==> config.mk <==
export PLATFORM = sky130hd
export DESIGN_NAME = coordinate_seeded_lcg_sampler_flat
export DESIGN_NICKNAME = d
export VERILOG_FILES = /design/src/design/csls_pkg.sv /design/src/design/csls_in_if.sv /design/src/design/csls_out_if.sv /design/src/design/csls_cfg_if.sv /design/src/design/coordinate_seeded_lcg_sampler.sv /design/src/flat_wrapper.sv
export SDC_FILE = /design/constraint.sdc
export NUM_CORES = 2
export LEC_CHECK = 0
export ABC_AREA = 1
export BUFFER_PORTS_ARGS = -buffer_cell sky130_fd_sc_hd__buf_2
export CAP_MARGIN = 30
export CORE_ASPECT_RATIO = 2
export CORE_MARGIN = 3
export CORE_UTILIZATION = 30
export DETAILED_ROUTE_END_ITERATION = 7
export GPL_TIMING_DRIVEN = 0
export REMOVE_ABC_BUFFERS = 1
export SLEW_MARGIN = 20
export SYNTH_ARGS = -nofsm -noshare
export SYNTH_HDL_FRONTEND = slang
export SYNTH_SLANG_ARGS = --single-unit
==> constraint.sdc <==
create_clock -name i_clk -period 8.8 [get_ports i_clk]
set_input_delay 0.44 -clock i_clk [delete_from_list [all_inputs] [get_ports i_clk]]
set_output_delay 0.44 -clock i_clk [all_outputs]
set_load 0.005 [all_outputs]
==> src/design/csls_pkg.sv <==
// ----------------------------------------------------------------------------
// csls_pkg: shared constants and types of the coordinate seeded sampler
// Field widths, LCG constants, opcodes and register indexes used by the
// channel interfaces and by the sampler core.
// ----------------------------------------------------------------------------
package csls_pkg;

    localparam int OP_W      = 3;
    localparam int COORD_W   = 32;
    localparam int SEED_W    = 64;
    localparam int FIELD_W   = 16;
    localparam int CFG_IDX_W = 2;

    typedef logic [SEED_W-1:0] t_seed;
    typedef logic [OP_W-1:0]   t_opcode;

    localparam t_seed LCG_MUL = 64'd6364136223846793005;
    localparam t_seed LCG_ADD = 64'd1442695040888963407;

    localparam int DRAW_SHIFT = 24;
    localparam int DIV_STEPS  = SEED_W - DRAW_SHIFT;
    localparam int DCNT_W     = $clog2(DIV_STEPS);

    localparam t_opcode OP_SEED_COORD = 3'd0;
    localparam t_opcode OP_SEED_GIVEN = 3'd1;
    localparam t_opcode OP_DRAW       = 3'd2;
    localparam t_opcode OP_CHOOSE2    = 3'd3;
    localparam t_opcode OP_CHOOSE4    = 3'd4;

    localparam logic [CFG_IDX_W-1:0] REG_GLOBAL_SEED = 2'd0;
    localparam logic [CFG_IDX_W-1:0] REG_SALT        = 2'd1;

endpackage

==> src/design/csls_in_if.sv <==
// ----------------------------------------------------------------------------
// csls_in_if: command channel of the sampler
// Valid/ready channel carrying one opcode with its operands.
// ----------------------------------------------------------------------------
interface csls_in_if;
    logic                              valid;
    logic                              ready;
    logic [csls_pkg::OP_W-1:0]         opcode;
    logic signed [csls_pkg::COORD_W-1:0] coord_x;
    logic signed [csls_pkg::COORD_W-1:0] coord_z;
    logic [csls_pkg::SEED_W-1:0]       seed_value;
    logic [csls_pkg::FIELD_W-1:0]      draw_range;
    logic [csls_pkg::FIELD_W-1:0]      choice_a;
    logic [csls_pkg::FIELD_W-1:0]      choice_b;
    logic [csls_pkg::FIELD_W-1:0]      choice_c;
    logic [csls_pkg::FIELD_W-1:0]      choice_d;

    modport source (
        output valid, opcode, coord_x, coord_z, seed_value, draw_range,
               choice_a, choice_b, choice_c, choice_d,
        input  ready
    );
    modport sink (
        input  valid, opcode, coord_x, coord_z, seed_value, draw_range,
               choice_a, choice_b, choice_c, choice_d,
        output ready
    );
endinterface

==> src/design/csls_out_if.sv <==
// ----------------------------------------------------------------------------
// csls_out_if: result channel of the sampler
// Valid/ready channel carrying one drawn value and its error flag.
// ----------------------------------------------------------------------------
interface csls_out_if;
    logic                         valid;
    logic                         ready;
    logic [csls_pkg::FIELD_W-1:0] drawn_value;
    logic                         range_error;

    modport source (output valid, drawn_value, range_error, input ready);
    modport sink (input valid, drawn_value, range_error, output ready);
endinterface

==> src/design/csls_cfg_if.sv <==
// ----------------------------------------------------------------------------
// csls_cfg_if: register write channel of the sampler
// Valid/ready channel carrying a register index and 64-bit write data.
// ----------------------------------------------------------------------------
interface csls_cfg_if;
    logic                           valid;
    logic                           ready;
    logic [csls_pkg::CFG_IDX_W-1:0] index;
    logic [csls_pkg::SEED_W-1:0]    data;

    modport source (output valid, index, data, input ready);
    modport sink (input valid, index, data, output ready);
endinterface

==> src/design/coordinate_seeded_lcg_sampler.sv <==
// ----------------------------------------------------------------------------
// coordinate_seeded_lcg_sampler: LCG seeded random sampler
// Derives a layer seed from the global seed and salt, seeds a running seed
// from a coordinate pair or a given value, and draws bounded samples.
// ----------------------------------------------------------------------------
// Usage:
// Commands arrive on i_in, results leave on o_out, registers are written on
// i_cfg (index 0 global seed, index 1 salt, other indexes ignored).
// Every mixing step runs on one shared 32x32 multiplier. A register write
// re-derives the layer seed; reset starts the same derivation from zero
// registers, and i_in is not ready meanwhile. Seeding from coordinates
// gives no result; a given seed is loaded into the running seed in the
// cycle after it is accepted. A draw runs the bit-serial remainder of the
// shifted seed, then the seed advance, then fills the output register. A
// choose skips the remainder, since its candidate index is taken straight
// from the low bits of the shifted seed. The output register holds a
// finished result while the receiver stalls; the next command is still
// accepted, and its result waits until the register is free. A register
// write has priority over a command offered in the same cycle.
// ----------------------------------------------------------------------------
module coordinate_seeded_lcg_sampler #(
    parameter int SAMPLE_BITS = 16
) (
    input  logic              i_clk,
    input  logic              i_rst_n,
    csls_in_if.sink           i_in,
    csls_out_if.source        o_out,
    csls_cfg_if.sink          i_cfg
);

    localparam int RW = (SAMPLE_BITS < csls_pkg::FIELD_W) ? SAMPLE_BITS : csls_pkg::FIELD_W;

    localparam logic [1:0] ST_IDLE = 2'd0;
    localparam logic [1:0] ST_MIX  = 2'd1;
    localparam logic [1:0] ST_DIV  = 2'd2;
    localparam logic [1:0] ST_OUT  = 2'd3;

    localparam logic [1:0] JOB_DERIVE = 2'd0;
    localparam logic [1:0] JOB_COORD  = 2'd1;
    localparam logic [1:0] JOB_DRAW   = 2'd2;

    localparam logic [2:0] PH_LAST    = 3'd5;
    localparam logic [2:0] K_DERIVE   = 3'd5;
    localparam logic [2:0] K_COORD    = 3'd3;

    logic [1:0]               r_state;
    logic [1:0]               r_job;
    logic [2:0]               r_phase;
    logic [2:0]               r_kcnt;
    logic [csls_pkg::DCNT_W-1:0] r_dcnt;

    csls_pkg::t_seed          r_gseed;
    csls_pkg::t_seed          r_salt;
    csls_pkg::t_seed          r_layer;
    csls_pkg::t_seed          r_seed;
    csls_pkg::t_seed          r_ms;
    csls_pkg::t_seed          r_mf;
    csls_pkg::t_seed          r_t;
    csls_pkg::t_seed          r_acc;

    logic [csls_pkg::COORD_W-1:0] r_x;
    logic [csls_pkg::COORD_W-1:0] r_z;
    csls_pkg::t_opcode        r_op;
    logic [RW-1:0]            r_range;
    logic [RW-1:0]            r_ca;
    logic [RW-1:0]            r_cb;
    logic [RW-1:0]            r_cc;
    logic [RW-1:0]            r_cd;
    logic [csls_pkg::DIV_STEPS-1:0] r_dq;
    logic [RW-1:0]            r_rem;

    logic                     r_out_valid;
    logic [csls_pkg::FIELD_W-1:0] r_out_val;
    logic                     r_out_err;

    logic [31:0]              w_ma;
    logic [31:0]              w_mb;
    csls_pkg::t_seed          w_prod;
    csls_pkg::t_seed          w_acc_sh;
    csls_pkg::t_seed          w_x_ext;
    csls_pkg::t_seed          w_z_ext;
    logic [RW:0]              w_trial;
    logic [RW+1:0]            w_diff;
    logic                     w_in_xfer;
    logic                     w_cfg_xfer;
    logic                     w_load_out;
    logic [csls_pkg::FIELD_W-1:0] n_out_val;
    logic                     n_out_err;

    assign i_cfg.ready = (r_state == ST_IDLE);
    assign i_in.ready  = (r_state == ST_IDLE) && !i_cfg.valid;
    assign w_cfg_xfer  = i_cfg.valid && i_cfg.ready;
    assign w_in_xfer   = i_in.valid && i_in.ready;

    assign o_out.valid       = r_out_valid;
    assign o_out.drawn_value = r_out_val;
    assign o_out.range_error = r_out_err;

    assign w_x_ext = {{32{r_x[31]}}, r_x};
    assign w_z_ext = {{32{r_z[31]}}, r_z};

    // Low 64 bits of a 64x64 product from three partial products.
    always_comb begin
        case (r_phase)
            3'd0: begin
                w_ma = r_ms[31:0];
                w_mb = csls_pkg::LCG_MUL[31:0];
            end
            3'd1: begin
                w_ma = r_ms[31:0];
                w_mb = csls_pkg::LCG_MUL[63:32];
            end
            3'd2: begin
                w_ma = r_ms[63:32];
                w_mb = csls_pkg::LCG_MUL[31:0];
            end
            3'd3: begin
                w_ma = r_ms[31:0];
                w_mb = r_t[31:0];
            end
            3'd4: begin
                w_ma = r_ms[31:0];
                w_mb = r_t[63:32];
            end
            3'd5: begin
                w_ma = r_ms[63:32];
                w_mb = r_t[31:0];
            end
            default: begin
                w_ma = r_ms[31:0];
                w_mb = r_t[31:0];
            end
        endcase
    end

    assign w_prod   = 64'(w_ma) * 64'(w_mb);
    assign w_acc_sh = r_acc + {w_prod[31:0], 32'h0};

    assign w_trial = {r_rem, r_dq[csls_pkg::DIV_STEPS-1]};
    assign w_diff  = {1'b0, w_trial} - {2'b00, r_range};

    always_comb begin
        n_out_err = 1'b0;
        case (r_op)
            csls_pkg::OP_DRAW: begin
                n_out_err = (r_range == '0);
                n_out_val = n_out_err ? '0 : csls_pkg::FIELD_W'(r_rem);
            end
            csls_pkg::OP_CHOOSE2: begin
                n_out_val = csls_pkg::FIELD_W'(r_dq[0] ? r_cb : r_ca);
            end
            csls_pkg::OP_CHOOSE4: begin
                case (r_dq[1:0])
                    2'd0:    n_out_val = csls_pkg::FIELD_W'(r_ca);
                    2'd1:    n_out_val = csls_pkg::FIELD_W'(r_cb);
                    2'd2:    n_out_val = csls_pkg::FIELD_W'(r_cc);
                    default: n_out_val = csls_pkg::FIELD_W'(r_cd);
                endcase
            end
            default: begin
                n_out_val = '0;
            end
        endcase
    end

    assign w_load_out = (r_state == ST_OUT) && (!r_out_valid || o_out.ready);

    always_ff @(posedge i_clk) begin
        if (!i_rst_n) begin
            r_state     <= ST_MIX;
            r_job       <= JOB_DERIVE;
            r_phase     <= '0;
            r_kcnt      <= '0;
            r_dcnt      <= '0;
            r_gseed     <= '0;
            r_salt      <= '0;
            r_ms        <= '0;
            r_mf        <= '0;
            r_seed      <= '0;
            r_out_valid <= 1'b0;
        end else begin
            if (w_load_out) begin
                r_out_valid <= 1'b1;
            end else if (o_out.ready) begin
                r_out_valid <= 1'b0;
            end

            case (r_state)
                ST_IDLE: begin
                    if (w_cfg_xfer) begin
                        if (i_cfg.index == csls_pkg::REG_GLOBAL_SEED) begin
                            r_gseed <= i_cfg.data;
                            r_ms    <= r_salt;
                            r_mf    <= r_salt;
                            r_job   <= JOB_DERIVE;
                            r_kcnt  <= '0;
                            r_phase <= '0;
                            r_state <= ST_MIX;
                        end else if (i_cfg.index == csls_pkg::REG_SALT) begin
                            r_salt  <= i_cfg.data;
                            r_ms    <= i_cfg.data;
                            r_mf    <= i_cfg.data;
                            r_job   <= JOB_DERIVE;
                            r_kcnt  <= '0;
                            r_phase <= '0;
                            r_state <= ST_MIX;
                        end
                    end else if (w_in_xfer) begin
                        r_op    <= i_in.opcode;
                        r_x     <= i_in.coord_x;
                        r_z     <= i_in.coord_z;
                        r_ca    <= i_in.choice_a[RW-1:0];
                        r_cb    <= i_in.choice_b[RW-1:0];
                        r_cc    <= i_in.choice_c[RW-1:0];
                        r_cd    <= i_in.choice_d[RW-1:0];
                        r_dq    <= r_seed[csls_pkg::SEED_W-1:csls_pkg::DRAW_SHIFT];
                        r_rem   <= '0;
                        r_dcnt  <= '0;
                        r_kcnt  <= '0;
                        r_phase <= '0;
                        case (i_in.opcode)
                            csls_pkg::OP_SEED_COORD: begin
                                r_ms    <= r_layer;
                                r_mf    <= {{32{i_in.coord_x[31]}}, i_in.coord_x};
                                r_job   <= JOB_COORD;
                                r_state <= ST_MIX;
                            end
                            csls_pkg::OP_SEED_GIVEN: begin
                                r_seed <= i_in.seed_value;
                            end
                            csls_pkg::OP_DRAW: begin
                                r_range <= i_in.draw_range[RW-1:0];
                                r_ms    <= r_seed;
                                r_mf    <= r_layer;
                                r_job   <= JOB_DRAW;
                                r_state <= ST_DIV;
                            end
                            csls_pkg::OP_CHOOSE2, csls_pkg::OP_CHOOSE4: begin
                                r_ms    <= r_seed;
                                r_mf    <= r_layer;
                                r_job   <= JOB_DRAW;
                                r_state <= ST_MIX;
                            end
                            default: begin
                            end
                        endcase
                    end
                end
                ST_DIV: begin
                    r_dq <= {r_dq[csls_pkg::DIV_STEPS-2:0], 1'b0};
                    if (!w_diff[RW+1]) begin
                        r_rem <= w_diff[RW-1:0];
                    end else begin
                        r_rem <= w_trial[RW-1:0];
                    end
                    r_dcnt <= r_dcnt + 1'b1;
                    if (r_dcnt == csls_pkg::DCNT_W'(csls_pkg::DIV_STEPS - 1)) begin
                        r_state <= ST_MIX;
                    end
                end
                ST_MIX: begin
                    case (r_phase)
                        3'd0: begin
                            r_acc   <= w_prod + csls_pkg::LCG_ADD;
                            r_phase <= r_phase + 1'b1;
                        end
                        3'd1: begin
                            r_acc   <= w_acc_sh;
                            r_phase <= r_phase + 1'b1;
                        end
                        3'd2: begin
                            r_t     <= w_acc_sh;
                            r_phase <= r_phase + 1'b1;
                        end
                        3'd3: begin
                            r_acc   <= w_prod + r_mf;
                            r_phase <= r_phase + 1'b1;
                        end
                        3'd4: begin
                            r_acc   <= w_acc_sh;
                            r_phase <= r_phase + 1'b1;
                        end
                        default: begin
                            r_phase <= '0;
                            r_kcnt  <= r_kcnt + 1'b1;
                            case (r_job)
                                JOB_DERIVE: begin
                                    if (r_kcnt == K_DERIVE) begin
                                        r_layer <= w_acc_sh;
                                        r_state <= ST_IDLE;
                                    end else if (r_kcnt == 3'd2) begin
                                        r_ms <= r_gseed;
                                        r_mf <= w_acc_sh;
                                    end else begin
                                        r_ms <= w_acc_sh;
                                        if (r_kcnt < 3'd2) begin
                                            r_mf <= w_acc_sh;
                                        end
                                    end
                                end
                                JOB_COORD: begin
                                    if (r_kcnt == K_COORD) begin
                                        r_seed  <= w_acc_sh;
                                        r_state <= ST_IDLE;
                                    end else begin
                                        r_ms <= w_acc_sh;
                                        r_mf <= r_kcnt[0] ? w_x_ext : w_z_ext;
                                    end
                                end
                                default: begin
                                    r_seed  <= w_acc_sh;
                                    r_state <= ST_OUT;
                                end
                            endcase
                        end
                    endcase
                end
                default: begin
                    if (w_load_out) begin
                        r_state <= ST_IDLE;
                    end
                end
            endcase
        end
    end

    always_ff @(posedge i_clk) begin
        if (w_load_out) begin
            r_out_val <= n_out_val;
            r_out_err <= n_out_err;
        end
    end

`ifndef ASSERT_OFF
    a_phase_bound: assert property (@(posedge i_clk) disable iff (!i_rst_n)
        (r_state == ST_MIX) |-> (r_phase <= PH_LAST))
        else $error("mix phase counter out of range");

    a_draw_to_out: assert property (@(posedge i_clk) disable iff (!i_rst_n)
        (r_state == ST_MIX && r_job == JOB_DRAW && r_phase == PH_LAST)
        |=> (r_state == ST_OUT))
        else $error("draw did not reach output stage after seed advance");

    a_seed_load: assert property (@(posedge i_clk) disable iff (!i_rst_n)
        (w_in_xfer && i_in.opcode == csls_pkg::OP_SEED_GIVEN)
        |=> (r_seed == $past(i_in.seed_value)))
        else $error("given seed not loaded");

    a_err_zero: assert property (@(posedge i_clk) disable iff (!i_rst_n)
        (o_out.valid && o_out.range_error) |-> (o_out.drawn_value == '0))
        else $error("range error result carries a nonzero value");

    a_div_count: assert property (@(posedge i_clk) disable iff (!i_rst_n)
        (r_state == ST_DIV) |-> (r_dcnt < csls_pkg::DCNT_W'(csls_pkg::DIV_STEPS)))
        else $error("remainder step counter overran");
`endif

endmodule
==> src/flat_wrapper.sv <==
// flat-port wrapper written by rule: the top's interface ports become plain ports
module coordinate_seeded_lcg_sampler_flat 
#(
    parameter int SAMPLE_BITS = 16
)
  (i_clk, i_rst_n, i_in_valid, i_in_opcode, i_in_coord_x, i_in_coord_z, i_in_seed_value, i_in_draw_range, i_in_choice_a, i_in_choice_b, i_in_choice_c, i_in_choice_d, i_in_ready, o_out_valid, o_out_drawn_value, o_out_range_error, o_out_ready, i_cfg_valid, i_cfg_index, i_cfg_data, i_cfg_ready);
  csls_in_if i_in_i ();
  csls_out_if o_out_i ();
  csls_cfg_if i_cfg_i ();
  input  logic i_clk;
  input  logic i_rst_n;
  input wire logic [$bits(i_in_i.valid)-1:0] i_in_valid;
  input wire logic [$bits(i_in_i.opcode)-1:0] i_in_opcode;
  input wire logic [$bits(i_in_i.coord_x)-1:0] i_in_coord_x;
  input wire logic [$bits(i_in_i.coord_z)-1:0] i_in_coord_z;
  input wire logic [$bits(i_in_i.seed_value)-1:0] i_in_seed_value;
  input wire logic [$bits(i_in_i.draw_range)-1:0] i_in_draw_range;
  input wire logic [$bits(i_in_i.choice_a)-1:0] i_in_choice_a;
  input wire logic [$bits(i_in_i.choice_b)-1:0] i_in_choice_b;
  input wire logic [$bits(i_in_i.choice_c)-1:0] i_in_choice_c;
  input wire logic [$bits(i_in_i.choice_d)-1:0] i_in_choice_d;
  output wire logic [$bits(i_in_i.ready)-1:0] i_in_ready;
  output wire logic [$bits(o_out_i.valid)-1:0] o_out_valid;
  output wire logic [$bits(o_out_i.drawn_value)-1:0] o_out_drawn_value;
  output wire logic [$bits(o_out_i.range_error)-1:0] o_out_range_error;
  input wire logic [$bits(o_out_i.ready)-1:0] o_out_ready;
  input wire logic [$bits(i_cfg_i.valid)-1:0] i_cfg_valid;
  input wire logic [$bits(i_cfg_i.index)-1:0] i_cfg_index;
  input wire logic [$bits(i_cfg_i.data)-1:0] i_cfg_data;
  output wire logic [$bits(i_cfg_i.ready)-1:0] i_cfg_ready;
  assign i_in_i.valid = i_in_valid;
  assign i_in_i.opcode = i_in_opcode;
  assign i_in_i.coord_x = i_in_coord_x;
  assign i_in_i.coord_z = i_in_coord_z;
  assign i_in_i.seed_value = i_in_seed_value;
  assign i_in_i.draw_range = i_in_draw_range;
  assign i_in_i.choice_a = i_in_choice_a;
  assign i_in_i.choice_b = i_in_choice_b;
  assign i_in_i.choice_c = i_in_choice_c;
  assign i_in_i.choice_d = i_in_choice_d;
  assign i_in_ready = i_in_i.ready;
  assign o_out_valid = o_out_i.valid;
  assign o_out_drawn_value = o_out_i.drawn_value;
  assign o_out_range_error = o_out_i.range_error;
  assign o_out_i.ready = o_out_ready;
  assign i_cfg_i.valid = i_cfg_valid;
  assign i_cfg_i.index = i_cfg_index;
  assign i_cfg_i.data = i_cfg_data;
  assign i_cfg_ready = i_cfg_i.ready;
  coordinate_seeded_lcg_sampler #(.SAMPLE_BITS(SAMPLE_BITS)) u_core (.i_clk(i_clk), .i_rst_n(i_rst_n), .i_in(i_in_i), .o_out(o_out_i), .i_cfg(i_cfg_i));
endmodule
Word-level counts from Yosys, hierarchy flattened. Cells that the tools add are included.

Memories: 0. Logic and storage cells: 194. Output and inout port bits: 20. Bits in writable memories: 0. ROM bits: 0. Bits in registers: 749. Bits in latches: 0.

Bitwise gates (word level): 3. Div/mod/pow operators: 0. Add/subtract/negate cells: 7. $mul: 1. Reductions and logical operators: 43. Order comparisons: 1. Eq/ne operators: 40. Multiplexer cells: 73. Shifts and indexed selects: 0.

Operator list (count): 64-bit two-way mux (21); 64-bit case mux with 2 select lines (8); 64-bit case mux with 3 select lines (1); 64-bit adder (2); 16-bit case mux with 3 select lines (2); 32-bit case mux with 3 select lines (1); 16-bit two-way mux (5); 40-bit two-way mux (2); 40-bit case mux with 2 select lines (1); 64-bit by 61-bit adder with 64-bit output (second input constant) (1); 32-bit by 32-bit multiplier with 64-bit output (1); 32-bit two-way mux (1); 16-bit case mux with 2 select lines (1); 2-bit two-way mux (13); 3-bit by 2-bit equality test with 1-bit output (second input constant) (8); 4-bit AND reduction (5); 3-bit two-way mux (6); 17-bit by 16-bit subtractor with 18-bit output (1); 16-bit zero test (1); 8-bit AND reduction (2); 3-bit equality test (second input constant) (5); 3-bit != test (second input constant) (5); 3-bit AND reduction (5); 6-bit two-way mux (2); 32 further kinds (68).

Logic depth before layout (Yosys ltp).
Depth after elaboration: 11. Gate-level depth with buffers: 56.

Worst setup path before layout. Ideal clock, no wire load.

Path kind: register to register. Start point: register u_core.r_phase[0]. End point: register u_core.r_acc[45] (data pin). Data arrival time: 8935 ps. Period minus slack after synthesis: 9202 ps. Cell stages (with the launch flop): 48. Path slack: -402 ps. Library setup time: 267 ps. Path buffers: 3. Required time: 8533 ps. Cell sequence: dfxtp_1 -> inv_1 -> ha_1 -> buf_2 -> nand2_1 -> nand2_2 -> nor2_1 -> nand2_1 -> buf_2 -> o22ai_1 -> clkbuf_1 -> nor2_1 -> fa_1 -> fa_1 -> fa_1 -> inv_1 -> fa_1 -> inv_1 -> [... 12 more ...] -> nor2_1 -> inv_1 -> nor2_1 -> nand2_1 -> nand3_1 -> nand3_1 -> nand2_1 -> xor2_1 -> ha_1 -> a21oi_1 -> o21ai_0 -> a21oi_1 -> nor2_1 -> nor2_1 -> o211ai_1 -> or2_2 -> nand3_1 -> o21ai_0.

Word-level cells in the longest chain between the ends: 6. Elaborated cells between the ends (all ways): 16. Those cells by class: add/sub (3); mul (1); eq/ne (5); mux (3); reduce/logical (4).

RTL lines: start, declared (RTL line coordinate_seeded_lcg_sampler.sv:48) `logic [2:0] r_phase;`; start signal, assigned (RTL line coordinate_seeded_lcg_sampler.sv:265) `r_phase <= r_phase + 1'b1;`; start signal, assigned (RTL line coordinate_seeded_lcg_sampler.sv:269) `r_phase <= r_phase + 1'b1;`; start signal, assigned (RTL line coordinate_seeded_lcg_sampler.sv:273) `r_phase <= r_phase + 1'b1;`; 3-bit by 2-bit equality test with 1-bit output (tied with other cells) (RTL line coordinate_seeded_lcg_sampler.sv:104) `case (r_phase)`; 2-bit OR reduction (no line); 32-bit case mux with 3 select lines / 32-bit two-way mux (equally long branches) (RTL line coordinate_seeded_lcg_sampler.sv:104); 32-bit by 32-bit multiplier with 64-bit output (RTL line coordinate_seeded_lcg_sampler.sv:136) `assign w_prod = 64'(w_ma) * 64'(w_mb);`; 64-bit adder (tied with other cells) (RTL line coordinate_seeded_lcg_sampler.sv:137) `assign w_acc_sh = r_acc + {w_prod[31:0], 32'h0};`; 64-bit case mux with 3 select lines (*) (RTL line coordinate_seeded_lcg_sampler.sv:262) `case (r_phase)`; end signal, assigned (RTL line coordinate_seeded_lcg_sampler.sv:264) `r_acc <= w_prod + csls_pkg::LCG_ADD;`; end signal, assigned (RTL line coordinate_seeded_lcg_sampler.sv:268) `r_acc <= w_acc_sh;`; end signal, assigned (RTL line coordinate_seeded_lcg_sampler.sv:276) `r_acc <= w_prod + r_mf;`; end, declared (RTL line coordinate_seeded_lcg_sampler.sv:59) `csls_pkg::t_seed r_acc;`.

Mark *: on every way between the ends. The rest lies on a longest branch, timed or not. A chain may end at the register's enable or synchronous reset.

Final worst setup path.
Start point: register u_core.r_phase[0]. End point: register u_core.r_acc[43] (data pin).

The elaborated chain is that of the path after synthesis.

==> metrics.md <==
| Metric | Value |
|---|---|
| Nets | `11329` |
| First-pass iteration count of the detailed router | `6` |
| Yosys top cell by area | `fa_1` |
| Critical path peak fanout | `7` |
| Seq/Total Area, Yosys | `a little over a quarter` |
| Async set-reset flop share out of synthesis | `0%` |
| Hold WS | `roughly 0.033 ns` |
| Slew margin rel. | `roughly a fifth` |
| Global Route met2 Usage | `about half` |
| Crit path to | `u_core.r_acc[43]` |
| Die Ht | `about 700 um` |
| PortBufs | `301` |
| Worst r2r path cells | `44` |
| Seq cells post-synth | `749` |
| Setup crit start kind | `register` |
| Syn Inst Count | `around 9000` |
| Largest family of logic cells by synthesized area | `adder cells` |
| Clock group share of total power | `10.8%` |
| Max Cap Violations | `0` |
| Setup slack after layout | `-1.694 ns` |
| Reg2Reg Setup Slack | `-1.69 ns` |
| Met3 GRT Util | `7.813%` |
| Sw Ratio | `53.12%` |
| Post-Synth Simple-Gate Area | `between 15 and 20%` |
| Initial antenna violation count | `40` |
| Crit end category | `register` |
| CP arrival | `about 11 ns` |
| Adder-cell share of the synthesized area | `about a third` |
| Clock root buffer | `clkbuf_16` |
| P_leak | `slightly above 0.04 uW` |
| Die Wd | `approximately 350 um` |
| Initial drt markers | `6409` |
| Gr ovfl total | `0` |
| Syn. warnings | `0` |
| Min-delay worst type | `input pin to register` |
| H-tree depth | `3` |
| RR Startpoint | `u_core.r_phase[0]` |
| Final slew viol count | `0` |
| TritonCTS Sinks | `~750` |
| Wire per inst | `28.81 um` |
| Global-route wire length before repair | `522.9 mm` |
| Synth Cell Area | `~73000 um2` |
| Post-synthesis xor/xnor area fraction | `1.177%` |
| All-Layer GR Usage | `between 20 and 30%` |
| Vias in the first global route | `73160` |
| Pwr/cell area | `317.6 nW/um2` |
| Tmin final | `10.49 ns` |
| Sw power | `around 16000 uW` |
| CTS Buffer Depth | `3` |
| Total Wirelength | `around 380 mm` |
| Comb pwr share | `between 70% and 80%` |
| Vias | `70671` |
| # IOs | `~300` |
| Worst-Margin Slew | `approximately 1.2 ns` |
| Cts bufs inserted | `67` |
| Die area | `approximately 250000 um2` |
| Synth cell types | `between 60 and 70` |
| Critical path startpoint | `u_core.r_phase[0]` |
| Final period utilization | `119.3%` |
| GR Layer Usage met1 | `~28%` |
| Synth Area in Compound Gates | `~13%` |
| Initial Util | `30.14%` |
| Core area | `about 240000 um2` |
| Clock latency on the worst-skew pair | `roughly 0.68 ns` |
| Final GP Congestion | `approximately 1.1` |
| WS Path Type | `register to register` |
| Layout cells sized above 1 | `a little over a fifth` |
| Reg clk slew, reported paths | `approximately 0.080 ns` |
| Main flop type after synthesis | `edfxtp_1` |
| Synth area leaders | `fa_1 (25%), edfxtp_1 (17%), dfxtp_1 (9.3%)` |
| Required time worst endpoint | `roughly 9.2 ns` |
| Area delta synth->final | `31.24%` |
| Final hold vios | `0` |
| Post-synthesis mux area share | `0%` |
| Sequential power share | `between 10% and 20%` |
| Peak supply drop | `0.3656 mV` |
| Max stage delay on crit path | `~0.56 ns` |
| P_int | `14210 uW` |
| Layout Utilization | `39.56%` |
| CTS tree | `built` |
| Hpwl dp | `between 200 and 300 mm` |
| Pin count of the biggest net entering global routing | `130` |
| RSZ-0062 raised after global routing | `true` |
| Clock Skew | `around 0.042 ns` |
| Failing checks | `setup timing` |
| Top cell type's share of synthesized area | `24.75%` |
| Rows | `around 260` |
| Vias per inst | `5.413` |
| Post-route ant nets | `0` |
| Reg2reg end | `u_core.r_acc[43]` |
| Post-route DRC | `0` |
| Setup-failing EPs final | `around 160` |
| Most numerous cell on the critical path | `fa_1` |
| EDFF count, synth | `around 410` |
| Highest clock rate | `around 95 MHz` |
| Worst path slowest cell | `fa_1` |
| Count leader, synth | `nand2_1` |
| Overall Power | `just over 30000 uW` |
| Outcome | `finished, violations left` |
| Busiest grt layer | `met2` |
| Commonest cells post-synth | `nand2_1 (1657), inv_1 (1476), nor2_1 (1339)` |
| Syn Area/Cell | `8.041 um2` |
## stage by stage
stage               cells  setup slack (ns)  area [um2]   TNS, ns
global route        13031            -1.869       95360   -178.76
CTS                 12920            -1.446       93070   -119.98
global placement    12134            -11.48       76450  -6209.18
detailed placement  12278            -6.698       80100   -761.17
finish              13055            -1.694       95420   -144.50
floorplan            8621            -1.897       70930   -169.15
## layout by cell type, fill, tap and decap left out, drive strengths merged, types with 28 or more instances in the layout
cell         count
dlygate4sd3    139
a21oi          464
diode           28
a31oi          165
buf            914
xor2            55
nor2          1344
dfxtp          337
clkinv          31
inv           1503
o211ai         102
ha             387
nand3          167
o221ai          51
xnor2           41
nand4           33
a21o            33
fa             899
nor3            35
o21ai          750
o21bai          36
clkbuf          99
edfxtp         412
nand2         1669
## kinds of logic after synthesis
group	Yosys count
fa+ha+maj	1286
flops	749
buf+inv	1946
compound gates	1662
xor+xnor	96
simple gates	3303
## area by class of cell
cell class	count	area [um2]
antenna	28	70.07
multi-input combinational	6350	52530
inverter	1525	6276
sequential	749	19130
clock inverter	29	360.3
timing repair buffer	1063	11020
fill	24283	145800
timing repair inverter	5	56.30
tap	3212	4019
clock buffer	94	1957
## sequential cells by signal, summed over array words and instances (netlist names), 6 cells and up
signal / flops
u_core.r_mf: 64
u_core.r_gseed: 64
u_core.r_cd: 16
u_core.r_layer: 64
u_core.r_salt: 64
u_core.r_rem: 16
u_core.r_t: 64
u_core.r_dcnt: 6
u_core.r_dq: 40
u_core.r_z: 32
u_core.r_cb: 16
u_core.r_range: 16
u_core.r_cc: 16
u_core.r_acc: 64
u_core.r_x: 32
u_core.o_out.drawn_value: 16
u_core.r_ms: 64
u_core.r_seed: 64
u_core.r_ca: 16
## worst min-delay path by stage
stage / from / end / slack, ns / depth (start not counted)
floorplan: u_core.r_mf[35] / u_core.r_mf[35] / 0.44 / 2
global placement: u_core.r_seed[51] / u_core.r_seed[51] / 0.45 / 2
detailed placement: u_core.r_seed[57] / u_core.r_seed[57] / 0.46 / 2
CTS: i_in_coord_x[26] / u_core.r_x[26] / 0.001 / 1
global route: i_in_draw_range[1] / u_core.r_range[1] / 0.02 / 1
finish: i_cfg_data[45] / u_core.r_gseed[45] / 0.03 / 3
## worst max-delay path, delay by kind of cell (launching register included)
| family | cells | cell delay (ns) |
|---|---|---|
| AOI/OAI and AO/OA | 6 | 1.36 |
| xor gates and xnor gates | 2 | 0.69 |
| adders and majority gates | 11 | 4.85 |
| buffers and inverters | 15 | 1.77 |
| DFF | 1 | 0.37 |
| and+or+nand+nor | 10 | 1.08 |
## per-layer routing
metal	vias to the layer above	share of wire [%]
met5	-	0.026
met4	16	14
met3	1834	8.6
met2	4081	48
met1	34649	29
li1	30091	-
## what timing repair did
item                                     CTS  global route
endpoints found under the hold margin    139             0
pin swaps                                312           188
buffers inserted                         367            99
gates cloned                              15             7
hold buffers                             139             0
endpoints found under the setup margin   183           164
resized for setup                       1306           327
## power groups by stage
stage / Combinational [uW] / Clock, uW / Sequential (uW)
2_1_floorplan: 7340 / 0 / 4450
3_3_place_gp: 13800 / 0 / 4600
3_5_place_dp: 14100 / 0 / 4600
4_1_cts: 20400 / 3270 / 4530
5_1_grt: 23200 / 3390 / 4550
6_report: 22500 / 3260 / 4550
(Power assumes the default switching activity.)
